[src/hdl/store_bus_cycle_sequencer_top_defines.svh]
// ----------------------------------------------------------------------------
// Store bus cycle sequencer assertion macros
// Concurrent check wrappers on clk_i, disabled while rst_ni is low; empty
// bodies when SYNTH is defined.
// ----------------------------------------------------------------------------
`ifndef STORE_BUS_CYCLE_SEQUENCER_TOP_DEFINES_SVH
`define STORE_BUS_CYCLE_SEQUENCER_TOP_DEFINES_SVH

`ifndef SYNTH
`define SBCS_ASSERT_IMP(lbl, ante, cons) \
  lbl: assert property (@(posedge clk_i) disable iff (!rst_ni) (ante) |-> (cons)) \
    else $error("sbcs check failed");
`define SBCS_ASSERT_NXT(lbl, ante, cons) \
  lbl: assert property (@(posedge clk_i) disable iff (!rst_ni) (ante) |=> (cons)) \
    else $error("sbcs check failed");
`else
`define SBCS_ASSERT_IMP(lbl, ante, cons)
`define SBCS_ASSERT_NXT(lbl, ante, cons)
`endif

`endif

[src/hdl/sbcs_pkg.sv]
// ----------------------------------------------------------------------------
// Store bus cycle sequencer package
// Shared types and constants for the sequencer step logic and top level.
// ----------------------------------------------------------------------------
package sbcs_pkg;

  // command codes carried with each input word
  localparam logic CMD_START = 1'b0;
  localparam logic CMD_DATA  = 1'b1;

  localparam logic [15:0] PC_STEP_ZP  = 16'd1;
  localparam logic [15:0] PC_STEP_ABS = 16'd2;

  typedef enum logic [2:0] {
    MODE_ZP     = 3'd0,
    MODE_ZP_X   = 3'd1,
    MODE_ZP_Y   = 3'd2,
    MODE_ABS    = 3'd3,
    MODE_ABS_X  = 3'd4,
    MODE_ABS_Y  = 3'd5,
    MODE_IND_X  = 3'd6,
    MODE_IND_Y  = 3'd7
  } mode_e;

  typedef struct packed {
    logic        busy;
    logic [2:0]  phase;
    mode_e       mode;
    logic [7:0]  value;
    logic [7:0]  x;
    logic [7:0]  y;
    logic [15:0] pc;
    logic [7:0]  base;
    logic [7:0]  ptr_lo;
    logic [7:0]  ptr_hi;
  } state_t;

  typedef struct packed {
    logic [15:0] addr;
    logic        write;
    logic [7:0]  wdata;
    logic        dummy;
    logic        last;
    logic [15:0] next_pc;
  } result_t;

endpackage

[src/hdl/sbcs_step.sv]
// ----------------------------------------------------------------------------
// Store bus cycle sequencer step
// Next state and bus access for one input word, given the current state.
// ----------------------------------------------------------------------------
module sbcs_step (
  input  sbcs_pkg::state_t  st_i,
  input  logic              command_i,
  input  logic [2:0]        mode_i,
  input  logic [7:0]        store_value_i,
  input  logic [7:0]        index_x_i,
  input  logic [7:0]        index_y_i,
  input  logic [15:0]       program_counter_i,
  input  logic [7:0]        read_data_i,
  output sbcs_pkg::state_t  st_o,
  output sbcs_pkg::result_t res_o,
  output logic              emit_o
);
  import sbcs_pkg::*;

  logic [2:0]  k;
  logic [2:0]  kp;
  logic [7:0]  idx;
  logic [7:0]  zp;
  logic [15:0] hi_word;
  logic [15:0] addr;
  logic        wr;
  logic        dmy;

  always_comb begin
    st_o    = st_i;
    res_o   = '0;
    emit_o  = 1'b0;
    k       = st_i.phase;
    kp      = k - 3'd1;
    idx     = '0;
    zp      = '0;
    hi_word = '0;
    addr    = '0;
    wr      = 1'b0;
    dmy     = 1'b0;

    if (command_i == CMD_START) begin
      // latch the instruction and fetch the first operand byte
      st_o.mode   = mode_e'(mode_i);
      st_o.value  = store_value_i;
      st_o.x      = index_x_i;
      st_o.y      = index_y_i;
      st_o.pc     = program_counter_i;
      st_o.base   = '0;
      st_o.ptr_lo = '0;
      st_o.ptr_hi = '0;
      st_o.busy   = 1'b1;
      st_o.phase  = 3'd1;
      res_o.addr  = program_counter_i;
      emit_o      = 1'b1;
    end else if (st_i.busy) begin
      // capture the byte of the previous read
      if (kp == 3'd0) begin
        st_o.base = read_data_i;
      end else begin
        unique case (st_i.mode)
          MODE_ABS, MODE_ABS_X, MODE_ABS_Y: begin
            if (kp == 3'd1) st_o.ptr_hi = read_data_i;
          end
          MODE_IND_X: begin
            if (kp == 3'd2) st_o.ptr_lo = read_data_i;
            else if (kp == 3'd3) st_o.ptr_hi = read_data_i;
          end
          MODE_IND_Y: begin
            if (kp == 3'd1) st_o.ptr_lo = read_data_i;
            else if (kp == 3'd2) st_o.ptr_hi = read_data_i;
          end
          default: begin
          end
        endcase
      end
      st_o.phase = k + 3'd1;

      idx = (st_i.mode == MODE_ZP_X || st_i.mode == MODE_ABS_X ||
             st_i.mode == MODE_IND_X) ? st_i.x : st_i.y;
      hi_word = {st_o.ptr_hi, 8'h00};

      unique case (st_i.mode)
        MODE_ZP: begin
          addr = {8'h00, st_o.base};
          wr   = 1'b1;
        end
        MODE_ZP_X, MODE_ZP_Y: begin
          if (k == 3'd1) begin
            addr = {8'h00, st_o.base};
            dmy  = 1'b1;
          end else begin
            zp   = st_o.base + idx;
            addr = {8'h00, zp};
            wr   = 1'b1;
          end
        end
        MODE_ABS: begin
          if (k == 3'd1) begin
            addr = st_i.pc + 16'd1;
          end else begin
            addr = {st_o.ptr_hi, st_o.base};
            wr   = 1'b1;
          end
        end
        MODE_ABS_X, MODE_ABS_Y: begin
          if (k == 3'd1) begin
            addr = st_i.pc + 16'd1;
          end else if (k == 3'd2) begin
            zp   = st_o.base + idx;
            addr = hi_word | {8'h00, zp};
            dmy  = 1'b1;
          end else begin
            addr = {st_o.ptr_hi, st_o.base} + {8'h00, idx};
            wr   = 1'b1;
          end
        end
        MODE_IND_X: begin
          zp = st_o.base + idx;
          if (k == 3'd1) begin
            addr = {8'h00, st_o.base};
            dmy  = 1'b1;
          end else if (k == 3'd2) begin
            addr = {8'h00, zp};
          end else if (k == 3'd3) begin
            addr = {8'h00, zp + 8'd1};
          end else begin
            addr = {st_o.ptr_hi, st_o.ptr_lo};
            wr   = 1'b1;
          end
        end
        MODE_IND_Y: begin
          if (k == 3'd1) begin
            addr = {8'h00, st_o.base};
          end else if (k == 3'd2) begin
            addr = {8'h00, st_o.base + 8'd1};
          end else if (k == 3'd3) begin
            zp   = st_o.ptr_lo + idx;
            addr = hi_word | {8'h00, zp};
            dmy  = 1'b1;
          end else begin
            addr = {st_o.ptr_hi, st_o.ptr_lo} + {8'h00, idx};
            wr   = 1'b1;
          end
        end
        default: begin
        end
      endcase

      res_o.addr  = addr;
      res_o.write = wr;
      res_o.dummy = dmy;
      res_o.last  = wr;
      emit_o      = 1'b1;
      if (wr) begin
        // final write: hand back the PC past the operand bytes and go idle
        res_o.wdata   = st_i.value;
        res_o.next_pc = st_i.pc + ((st_i.mode == MODE_ABS || st_i.mode == MODE_ABS_X ||
                                    st_i.mode == MODE_ABS_Y) ? PC_STEP_ABS : PC_STEP_ZP);
        st_o.busy     = 1'b0;
        st_o.phase    = 3'd0;
      end
    end
  end

endmodule

[src/hdl/store_bus_cycle_sequencer_top.sv]
// ----------------------------------------------------------------------------
// Store bus cycle sequencer
// Drives the bus accesses of 6502 store instructions one word at a time.
// ----------------------------------------------------------------------------
// Usage:
//   Input channel (in_valid_i / in_stall_o): a start word (command 0) loads
//   mode, store value, X, Y and PC and yields the operand fetch at PC. Each
//   data word (command 1) returns the byte of the previous bus read and
//   yields the next access, up to the write marked last, which carries the
//   PC past the operand bytes. A data word while idle is taken and dropped.
//   A start word while an instruction runs abandons it and starts anew.
//   Output channel (out_valid_o / out_stall_i): one word per bus access.
//   The access for a word shows on the output in the cycle after the word
//   is accepted; all step logic sits between the sequencer state register
//   and the output register.
//   Throughput: one word per cycle unless the output stalls.
//   While the output word is stalled, in_stall_o is raised and the output
//   register holds; a drained output register takes a new word in the same
//   cycle, so no bubble appears.
//   Reset clears the sequencer to idle and empties the output register.
// ----------------------------------------------------------------------------
`include "store_bus_cycle_sequencer_top_defines.svh"

module store_bus_cycle_sequencer_top (
  input  logic        clk_i,
  input  logic        rst_ni,
  input  logic        in_valid_i,
  output logic        in_stall_o,
  input  logic        command_i,
  input  logic [2:0]  mode_i,
  input  logic [7:0]  store_value_i,
  input  logic [7:0]  index_x_i,
  input  logic [7:0]  index_y_i,
  input  logic [15:0] program_counter_i,
  input  logic [7:0]  read_data_i,
  output logic        out_valid_o,
  input  logic        out_stall_i,
  output logic [15:0] bus_address_o,
  output logic        bus_write_o,
  output logic [7:0]  write_data_o,
  output logic        dummy_cycle_o,
  output logic        last_o,
  output logic [15:0] next_pc_o
);
  import sbcs_pkg::*;

  state_t  state_q;
  state_t  state_d;
  result_t step_res;
  result_t res_q;
  logic    step_emit;
  logic    out_valid_q;
  logic    out_valid_d;
  logic    in_acc;
  logic    out_load;

  // hold input while the output word is stuck
  assign in_stall_o = out_valid_q & out_stall_i;
  assign in_acc     = in_valid_i & ~in_stall_o;
  assign out_load   = in_acc & step_emit;

  sbcs_step u_step (
    .st_i              (state_q),
    .command_i         (command_i),
    .mode_i            (mode_i),
    .store_value_i     (store_value_i),
    .index_x_i         (index_x_i),
    .index_y_i         (index_y_i),
    .program_counter_i (program_counter_i),
    .read_data_i       (read_data_i),
    .st_o              (state_d),
    .res_o             (step_res),
    .emit_o            (step_emit)
  );

  // output valid: set on load, drop once the word is taken
  always_comb begin
    out_valid_d = out_valid_q;
    if (out_load) begin
      out_valid_d = 1'b1;
    end else if (!out_stall_i) begin
      out_valid_d = 1'b0;
    end
  end

  always_ff @(posedge clk_i or negedge rst_ni) begin
    if (!rst_ni) begin
      state_q     <= '0;
      out_valid_q <= 1'b0;
    end else begin
      out_valid_q <= out_valid_d;
      if (in_acc) begin
        state_q <= state_d;
      end
    end
  end

  // payload register, no reset needed
  always_ff @(posedge clk_i) begin
    if (out_load) begin
      res_q <= step_res;
    end
  end

  assign out_valid_o   = out_valid_q;
  assign bus_address_o = res_q.addr;
  assign bus_write_o   = res_q.write;
  assign write_data_o  = res_q.wdata;
  assign dummy_cycle_o = res_q.dummy;
  assign last_o        = res_q.last;
  assign next_pc_o     = res_q.next_pc;

  `SBCS_ASSERT_IMP(a_idle_phase_zero, !state_q.busy, state_q.phase == 3'd0)
  `SBCS_ASSERT_IMP(a_read_no_pc, out_valid_o && !bus_write_o,
                   next_pc_o == 16'd0 && write_data_o == 8'd0 && !last_o)
  `SBCS_ASSERT_NXT(a_start_busy, in_acc && command_i == CMD_START,
                   state_q.busy && state_q.phase == 3'd1 && out_valid_o && !bus_write_o)
  `SBCS_ASSERT_NXT(a_write_idles, out_load && step_res.write, !state_q.busy)

endmodule

[config.mk]
export PLATFORM = sky130hd
export DESIGN_NAME = store_bus_cycle_sequencer_top
export DESIGN_NICKNAME = d
export VERILOG_FILES = /design/src/hdl/sbcs_pkg.sv /design/src/hdl/sbcs_step.sv /design/src/hdl/store_bus_cycle_sequencer_top.sv
export VERILOG_INCLUDE_DIRS = /design/src /design/src/hdl
export SDC_FILE = /design/constraint.sdc
export NUM_CORES = 1
export LEC_CHECK = 0
export BUFFER_PORTS_ARGS = -buffer_cell sky130_fd_sc_hd__buf_2
export CORE_ASPECT_RATIO = 0.9
export CORE_UTILIZATION = 59
export DETAILED_ROUTE_END_ITERATION = 10
export GPL_TIMING_DRIVEN = 0
export PLACE_DENSITY = 0.8
export SETUP_SLACK_MARGIN = 0.3
export SLEW_MARGIN = 30
export SYNTH_ARGS = -nofsm -noshare
export SYNTH_HDL_FRONTEND = slang
export SYNTH_SLANG_ARGS = --single-unit
[constraint.sdc]
create_clock -name clk_i -period 5.65 [get_ports clk_i]
set_input_delay 1.4125 -clock clk_i [delete_from_list [all_inputs] [get_ports clk_i]]
set_output_delay 1.4125 -clock clk_i [all_outputs]
set_load 0.02 [all_outputs]
Word-level counts from Yosys, hierarchy flattened
Cells that the tools add are included.

operators by class
  mux-type cells = 57
  reduce and logical (&&, ||, !) cells = 16
  bitwise logic cells = 7
  equality and inequality tests = 15
  $add $sub $neg = 10

operator list
  operator               count
  $mux 16                14
  $mux 8                 13
  $pmux 16 s6            1
  $mux 24                2
  $mux 43                1
  $add 16x8->16          2
  $or 16x8->16           2
  $pmux 8 s3             1
  $eq 3x2->1 const B     6
  $mux 1                 18
  $add 16x1->16 const B  1
  $add 16x16->16         1
  $add 8x1->8 const B    2
  $add 8x8->8            2
  $pmux 8 s2             1
  $eq 3x3->1 const B     4
  $mux 4                 3
  $eq 3x1->1 const B     3
  $reduce_or 3->1        3
  $logic_not 3->1        2
  $reduce_and 2->1       3
  $reduce_or 2->1        3
  $logic_or 1x1->1       4
  $ne 2x1->1 const B     2
  other kinds (8)        11

word-level totals
  word-level logic and storage cells = 121
  flip-flop bits (word level) = 114
  output and inout bits = 45
  input port bits = 56

Longest topological paths before layout
Gate-level depths: netlist of the first run.

  depth in word-level cells = 16
  gate-level depth with buffers = 17
  mapped depth without buffers = 15

Hierarchy
A second synthesis of the first run with hierarchy kept.

second synthesis, totals
  cell total of the unflattened synthesis = 1051
  area total of the unflattened synthesis = 9495.4 um2

by module, submodules not included
  module                         area each (um2)  sequential area each (um2)  times used  cells each
  sbcs_step                      5496.5           0.0                         1           853
  store_bus_cycle_sequencer_top  3998.8           3093.0                      1           198

Least setup slack after synthesis of the first run
No wires, ideal clock.

  kind = flip-flop to flip-flop
  start point = register state_q[67] (netlist bit)
  end point = register res_q (netlist bit bus_address_o[14]), data pin
  period minus slack after synthesis = 4011 ps
  data required time = 5381 ps
  library setup time = 269 ps
  path slack = 1639 ps
  path buffers = 0
  data arrival time = 3742 ps
  stages on the path, launching flop included = 16
  path through = dfrtp_1 -> inv_1 -> ha_1 -> xor2_2 -> nor4_4 -> mux2_2 -> ha_1 -> fa_1 -> a211oi_1 -> nor2_1 -> o31ai_1 -> a211oi_1 -> and2_1 -> nor3b_1 -> xor2_1 -> o211ai_1

RTL lines
  item                      line                                  text
  start: declaration        store_bus_cycle_sequencer_top.sv:47   state_t state_q;
  start signal: assignment  store_bus_cycle_sequencer_top.sv:93   state_q <= state_d;
  end signal: assignment    store_bus_cycle_sequencer_top.sv:101  res_q <= step_res;
  end: declaration          store_bus_cycle_sequencer_top.sv:50   result_t res_q;

==> impl.org, run 1 <==
** Global route
- Entering global routing, the biggest net connects 41 pins.
- The first global-routing pass estimated 38.8 mm of wire.
- Across every metal layer, demand over resource in global routing totals 0.377.
- Initial antenna violation count :: 0
- Grt total ovfl :: 0
- The number of global-route vias before repair was 7020.

** Routing
- The first detailed-routing pass ran for 7 iterations.
- Remaining antenna violation count :: 0
- Dividing the detail-routed wire length by the instance count gives 22.0 µm.
- Detailed-route via count :: 7349
- Via density per instance :: 6.49
- Number of DRC markers after the initial detailed-route iteration :: 964
- Wire length reported by the detailed router :: 24.9 mm
- DRC violation count after routing :: 0

** Synth
- Of the total synthesized cell area, the portion taken by AND, OR, NAND and NOR gates is 0.157.
- A synthesized cell averages 9.43 µm².
- After technology mapping, the gate count stands at 836.
- Of the total synthesized cell area, the portion taken by full adders, half adders and majority gates is 0.0549.
- The portion of synthesized area spent on multiplexers is 0.121.
- Among all flip-flop cells after synthesis, the most frequent one is sky130_fd_sc_hd__dfrtp_1.
- In this run, synthesis inferred 42 flip-flops with an integrated enable.
- The cell area that synthesis handed to floorplanning was 7890 µm².
- Of the post-synthesis cell area, the dominant cell type holds 0.228.
- Number of distinct library cell variants in the gate-level netlist after synthesis :: 71
- After synthesis, the largest family of logic cells by area is compound AO/OA/AOI/OAI gates.
- Cell taking the most area after synthesis :: sky130_fd_sc_hd__dfrtp_1
- Largest cells by area after synthesis :: sky130_fd_sc_hd__dfrtp_1, sky130_fd_sc_hd__edfxtp_1, sky130_fd_sc_hd__mux2_2
- During synthesis, Yosys emitted a total of 0 warnings.
- Proportion of synthesized flip-flops having asynchronous set or reset :: 0.632
- Fraction of the mapped netlist area in compound gates :: 0.183
- The number of nets in the synthesized netlist is 924.
- Xor/xnor share of the synthesized area :: 0.0554
- The share of the Yosys chip area taken by registers is 0.388.
- Synthesized flop and latch total :: 114

** Critical path
- Worst EP required :: 5790 ps
- Data arrives at the worst endpoint at 5160 ps.
- Reg-to-Reg End :: bus_address_o[4]$_DFFE_PP_
- STA classifies the critical path endpoint as a flop.
- The slowest stage of the critical path belongs to the cell sky130_fd_sc_hd__a2111oi_2.
- On the worst path, the slowest cell contributes a delay of 530 ps.
- The critical path contains buffers and inverters numbering 4 combined.
- CP Class :: flop to flop
- Following the worst setup path forward leads to its endpoint at bus_address_o[4]$_DFFE_PP_.
- CP Launch Type :: flop
- In this run the critical register-to-register path is launched from state_q[67]$_DFFE_PN0P_.
- For flop-to-flop paths, the worst setup slack is 630 ps.
- Worst Path Max Fanout :: 10
- Counting buffers and inverters, the worst setup path is 17 cells deep.
- Grouping stages by cell kind, the critical path spends the most delay in compound AO/OA/AOI/OAI gates.
- Start point of the critical path :: state_q[67]$_DFFE_PN0P_
- Worst Reg-to-Reg Cells :: 17
- Walking the worst path, the cells encountered are inv_1 > ha_1 > xor2_2 > or2_1 > buf_6 > buf_12 > mux2i_1 > inv_1 > ha_1 > a211oi_1 > nor2_1 > nor2_1 > and3_1 > mux2i_1 > o21ai_0 > a2111oi_2 > o32ai_1.

** Floorplan
- Core region area :: 12900 µm²
- Pin placement for this block handled 101 I/O pins.
- In this run the vertical extent of the chip is 112 µm.
- Die area :: 13800 µm²
- In this run the core area contains 39 standard-cell rows.
- Die boundary width :: 124 µm
- For this configuration, the core starts out at a cell density of 0.612.

** Clock tree
- CTS resizes :: 0
- Later-pin clock latency in the skew report :: 420 ps
- TritonCTS built the clock tree.
- Num Clock Sinks :: 114
- Clock-pin slew was measured on the worst setup and hold paths at 60 ps.
- Number of buffers inserted for hold repair after clock tree synthesis :: 0
- The H-tree generated during clock tree synthesis spans 4 levels.
- Number of buffers created by CTS :: 17
- The clock passes through at most 2 buffers.
- The cell sitting at the root of the clock tree is a sky130_fd_sc_hd__clkbuf_16.
- In this run the post-CTS setup repair buffer count came out at 0.

** Placement
- Final GP Congestion :: 0.983
- Buffers placed on the I/O ports in this run total 99.
- Post-detail-place hpwl :: 18.7 mm

** Timing
- Summed over all failing endpoints, the final setup total negative slack is 0 ps.
- Headroom to the max-slew limit came out at 0.413.
- Max Slew Vio Count :: 0
- Transition time of the tightest slew-check pin :: 876 ps
- Setup repair after global routing missed its margin :: no
- Based on the critical path, the design can be clocked at up to 199 MHz.
- The final number of hold-violating endpoints came to 0.
- The clock arrives with 8.05 ps of skew.
- Number of failing setup endpoints in the final timing report :: 0
- Of the available clock period, the critical path in the final layout requires 0.888.
- Counting I/O delays and the setup requirement, the final critical path takes 5020 ps.

** Pwr
- Sequential share of power :: 0.238
- Share of power burned in the clock network :: 0.208
- Net load switching power :: 2.28 mW
- Combinational Power Share :: 0.553
- Leakage :: 3.82 nW
- Cell internal power dissipation :: 2.63 mW
- The design draws 4.92 mW.
- For this design the ratio of total power to cell area is 534 nW/µm².
- IR analysis of the VDD net gives a maximum drop of 588 µV.
- Of the total power, the share spent switching nets is 0.464.

** Min path
- The path class of the tightest hold or removal check is flop to flop.

** Final layout
- In the final layout, the share of cells above drive strength 1 is 0.218.
- Relative to the synthesized area, the layout overhead comes to 16.8%.
- After the last flow step, the layout net total stands at 1044.
- Leading cell type in the layout, fill and taps excluded :: sky130_fd_sc_hd__buf_2
- In the layout the commonest cells are sky130_fd_sc_hd__buf_2, sky130_fd_sc_hd__nand2_1, sky130_fd_sc_hd__dfrtp_1.
- Count of antenna diodes in the layout :: 0

** Status
- The run finished with clean final reports.

** Run
- Max-cap violation count :: 0
[cell type report]
class / instances / area [µm²]
multi-input cells: 650 / 4520
fillers: 999 / 3670
flip-flops and latches: 114 / 3060
repair buffers: 101 / 538
clock buffers: 20 / 457
plain buffers: 44 / 216
well taps: 164 / 205
clock inverters: 12 / 106
inverters: 28 / 105
[routing by layer]
layer | part of all wire | global-route usage | wire length, µm
met1 | 0.42 | 0.515 | 10300
met2 | 0.45 | 0.571 | 11300
met3 | 0.097 | 0.0871 | 2420
met4 | 0.034 | 0.155 | 839
met5 | 0 | 0 | 0
[cells in the mapped netlist, types with 15 or more instances]
cell type / count
sky130_fd_sc_hd__a21oi_1: 38
sky130_fd_sc_hd__a31oi_1: 15
sky130_fd_sc_hd__clkbuf_1: 35
sky130_fd_sc_hd__dfrtp_1: 72
sky130_fd_sc_hd__edfxtp_1: 42
sky130_fd_sc_hd__ha_1: 29
sky130_fd_sc_hd__inv_1: 25
sky130_fd_sc_hd__mux2_2: 56
sky130_fd_sc_hd__mux2i_1: 23
sky130_fd_sc_hd__nand2_1: 93
sky130_fd_sc_hd__nand3_1: 21
sky130_fd_sc_hd__nor2_1: 68
sky130_fd_sc_hd__o21ai_0: 63
sky130_fd_sc_hd__xnor2_1: 17
sky130_fd_sc_hd__xor2_1: 31
[metrics by stage]
stage	hold slack, ps	cells	utilization	area, µm²	setup slack (ps)
after floorplan	449	836	-	7890	1640
after global placement	462	1099	0.667	8590	476
after detailed placement	472	1101	0.670	8630	497
after CTS	484	1133	0.714	9190	496
after global routing	514	1133	0.715	9210	357
final	483	1133	0.715	9210	634
[logic make-up after synthesis]
logic type	after synthesis
compound gates	222
xor+xnor	49
fa+ha+maj	33
buf+inv	72
flops	114
mux	85
simple gates	261
[worst min path at each step]
stage	slack, ps	to	startpoint	depth (start not counted)
floorplan	450	state_q[11]$_DFFE_PN0P_	state_q[11]$_DFFE_PN0P_	2
finish	480	state_q[13]$_DFFE_PN0P_	state_q[13]$_DFFE_PN0P_	2
detailed placement	470	state_q[14]$_DFFE_PN0P_	state_q[14]$_DFFE_PN0P_	2
global placement	460	state_q[15]$_DFFE_PN0P_	state_q[15]$_DFFE_PN0P_	2
CTS	480	state_q[14]$_DFFE_PN0P_	state_q[14]$_DFFE_PN0P_	2
global route	510	state_q[56]$_DFFE_PN0P_	state_q[56]$_DFFE_PN0P_	1
[flip-flops by register name, summed over array words and instances (netlist names)]
name,count
bus_address_o,16
state_q,71
write_data_o,8
dummy_cycle_o,1
next_pc_o,16
out_valid_o,1
last_o,1
[worst reg2reg max path, delay by kind of cell (launching register included)]
kind / cells / cell delay [ps]
AOI/OAI and AO/OA: 4 / 1090
xor gates and xnor gates: 1 / 240
adders and majority gates: 2 / 590
buffers and inverters: 4 / 740
DFF: 1 / 450
muxes: 2 / 640
and+or+nand+nor: 4 / 990
[power groups by stage]
stage               Sequential (mW)  Clock [mW]  Combinational, mW
floorplan                      1.24           0               1.78
global placement               1.17           0               2.58
detailed placement             1.18           0               2.60
CTS                            1.17        1.03               2.62
global route                   1.19        1.07               2.92
finish                         1.17        1.02               2.72
(Power assumes the default switching activity.)
==> run 2, diff against run 1 <==
--- a/config.mk
+++ b/config.mk
@@ -12,6 +12,7 @@
 export DETAILED_ROUTE_END_ITERATION = 10
 export GPL_TIMING_DRIVEN = 0
 export PLACE_DENSITY = 0.8
+export RECOVER_POWER = 25
 export SETUP_SLACK_MARGIN = 0.3
 export SLEW_MARGIN = 30
 export SYNTH_ARGS = -nofsm -noshare
==> run 2 against run 1 <==
Effect of this change:
- the flow now finishes with violations (capacitance limit, slew limit)
- final area shrank 0.22%
- register-to-register slack gained 20 ps
- worst hold slack gained 0.61 ps
- die area is the same
- fmax grew 0.40%
- first-iteration DRC count is the same
- cell count is the same
- largest cell class unchanged
- highest routed layer unchanged
==> impl.org, run 2 (same netlist as run 1, synthesis figures left out) <==
** Status
- The flow ran to the end, but the final reports show violations.
- The checks that failed: capacitance limit, slew limit.

** Timing
- Share of the clock period used by the worst path :: 0.884
- Final critical-path setup slack :: 654 ps
- Number of failing setup endpoints in the final timing report :: 0
- Clk_skew :: 8.06 ps
- Summed over all failing endpoints, the final setup total negative slack is 0 ps.
- Setup repair after global routing missed its margin :: no
- Headroom to the max-slew limit :: -0.517
- The final count of pins violating max slew is 75.
- At the pin with the least slew margin, the transition time is 2280 ps.
- Max Fclk :: 200 MHz
- The final number of hold-violating endpoints came to 0.
- Across all hold checks on the routed design, the worst slack comes to 483 ps.
- After layout, the minimum clock period comes to 5000 ps.

** Clock tree
- Maximum clock insertion buffer count :: 2
- Num Clock Sinks :: 114
- Root Buffer :: sky130_fd_sc_hd__clkbuf_16
- Number of buffers inserted for hold repair after clock tree synthesis :: 0
- Post-CTS repair timing setup buffer count :: 0
- At the later pin of the worst-skew pair, clock insertion delay measures 420 ps.
- Htree depth :: 4
- Number of buffers created by CTS :: 17
- TritonCTS built the clock tree.
- Clock-pin slew was measured on the worst setup and hold paths at 60 ps.

** Final layout
- Final non-filler cell area :: 9190 µm²
- After the last flow step, the layout net total stands at 1044.
- The library cell used most frequently in the layout, excluding fill and tap cells, is sky130_fd_sc_hd__buf_2.
- Area added between synthesis and finish :: 16.5%
- Of the cells placed in the final design, the portion with a size suffix greater than 1 is 0.216.
- More flip-flops sit in one register than any other, and that register is state_q.
- Excluding fillers, the count of instances in the completed layout stands at 1133.
- At the end of the flow the core is filled with cells to 0.713.
- 0 antenna diodes ended up in the layout.
- Commonest cells after routing, fill and taps aside :: sky130_fd_sc_hd__buf_2, sky130_fd_sc_hd__nand2_1, sky130_fd_sc_hd__dfrtp_1
- The register with the most flip-flops in the layout has 71 of them.

** Critical path
- Reg-to-Reg End :: bus_address_o[4]$_DFFE_PP_
- Kind of cell adding the most delay to the critical path :: compound AO/OA/AOI/OAI gates
- Crit path cell chain :: inv_1 > ha_1 > xor2_2 > or2_1 > buf_6 > buf_12 > mux2i_1 > inv_1 > ha_1 > a211oi_1 > nor2_1 > nor2_1 > and3_1 > mux2i_1 > o21ai_0 > a2111oi_2 > o32ai_1
- CP max stage delay :: 530 ps
- Crit-path slowest cell :: sky130_fd_sc_hd__a2111oi_2
- CP Launch Type :: flop
- The setup path with the least slack is of type flop to flop.
- Arrival @ worst endpoint :: 5140 ps
- The critical path crosses 17 cells after its start point.
- Worst r2r src :: state_q[67]$_DFFE_PN0P_
- Worst Path Max Fanout :: 10
- The critical path ends at bus_address_o[4]$_DFFE_PP_.
- Kind of end point of the critical path :: flop
- For the worst flop-to-flop path, the logic depth is 17.
- STA puts the critical path data required time at 5790 ps.
- Worst path buffer plus inverter count :: 4
- Register-to-Register Setup Slack :: 650 ps
- Start point of the critical path :: state_q[67]$_DFFE_PN0P_

** Pwr
- Share of power burned in the clock network :: 0.209
- Combinational Power Share :: 0.553
- Max IR drop VDD :: 588 µV
- Switching portion of total power :: 0.464
- Final Power :: 4.91 mW
- The internal portion of the total power is 2.63 mW.
- Leakage :: 3.81 nW
- Summed over all nets, the switching power comes to 2.28 mW.
- Power spread over the standard cell area amounts to 534 nW/µm².
- Of the total power, registers draw 0.238.

** Global route
- The number of global-route vias before repair was 7020.
- The number of antenna violations at the first check in global routing is 0.
- For this run the aggregate overflow at the end of global routing stands at 0.
- In the global route stage, overall resource usage came out at 0.377.
- Largest net degree at the start of global routing :: 41
- Wire length of the first global-routing pass :: 38.8 mm

** Floorplan
- The die covers 13800 µm².
- The floorplan step set the die height to 112 µm.
- Ports placed on the boundary :: 101
- Core region area :: 12900 µm²
- Starting density of the core :: 0.612
- Measured along the x axis, the die boundary spans 124 µm.
- After floorplanning, the core was divided into 39 placement rows.

** Routing
- Wire length reported by the detailed router :: 24.9 mm
- The count of nets left with antenna violations once routing finished came out at 0.
- The first TritonRoute pass finished after 8 iterations.
- In the routed design, unresolved DRC markers number 0.
- Dividing the detail-routed via count by the number of cells gives 6.49.
- Number of DRC markers after the initial detailed-route iteration :: 964
- In the final routed layout, each cell accounts on average for 22.0 µm.
- Detailed-route via count :: 7348

** Placement
- PortBufs :: 99
- Pre-CTS setup slack :: 497 ps
- Post-DP Area :: 8630 µm²
- Cell count after placement :: 1101
- Post-detail-place hpwl :: 18.7 mm
- Routability-driven placement finished with a final weighted congestion of 0.983.

** Run
- Max-cap violation count :: 2

** Min path
- The path class of the tightest hold or removal check is flop to flop.
==> run 2: routing by layer <==
metal / track usage / vias to the layer above / part of all wire
met1: 0.515 / 3489 / 0.42
met5: 0 / - / 0
met4: 0.155 / 0 / 0.037
met2: 0.571 / 442 / 0.45
li1: - / 3340 / -
met3: 0.0871 / 77 / 0.095
==> run 2: final cells by class <==
class                      instances  area, µm²
tap                              164        205
timing repair buffer             101        518
clock buffer                      20        457
fill                            1001       3690
clock inverter                    12        106
sequential                       114       3060
buffer                            44        216
multi-input combinational        650       4520
inverter                          28        105
==> run 2: worst min path at each step <==
| stage | start | slack (ps) | cells past startpoint | to |
|---|---|---|---|---|
| after floorplan | state_q[11]$_DFFE_PN0P_ | 450 | 2 | state_q[11]$_DFFE_PN0P_ |
| after global placement | state_q[15]$_DFFE_PN0P_ | 460 | 2 | state_q[15]$_DFFE_PN0P_ |
| after detailed placement | state_q[14]$_DFFE_PN0P_ | 470 | 2 | state_q[14]$_DFFE_PN0P_ |
| after CTS | state_q[14]$_DFFE_PN0P_ | 480 | 2 | state_q[14]$_DFFE_PN0P_ |
| after global routing | state_q[56]$_DFFE_PN0P_ | 510 | 1 | state_q[56]$_DFFE_PN0P_ |
| final | state_q[23]$_DFFE_PN0P_ | 480 | 2 | state_q[23]$_DFFE_PN0P_ |
==> run 2: power groups by stage <==
| stage | Sequential, mW | Combinational (mW) | Clock, mW |
|---|---|---|---|
| after floorplan | 1.24 | 1.78 | 0 |
| after global placement | 1.17 | 2.58 | 0 |
| after detailed placement | 1.18 | 2.60 | 0 |
| after CTS | 1.17 | 2.62 | 1.03 |
| after global routing | 1.19 | 2.92 | 1.07 |
| final | 1.17 | 2.71 | 1.03 |
==> run 2: tightest hold or removal path, delay by kind of cell, from the launching register on <==
family | cells | cell delay [ps]
AOI/OAI and AO/OA | 1 | 70
and+or+nand+nor | 1 | 40
DFF | 1 | 340
==> run 2: timing repair <==
| action | in CTS | in global routing |
|---|---|---|
| endpoints found under the hold margin | 0 | 0 |
| gates resized for setup | 0 | 3 |
| setup endpoints to repair | 0 | 3 |
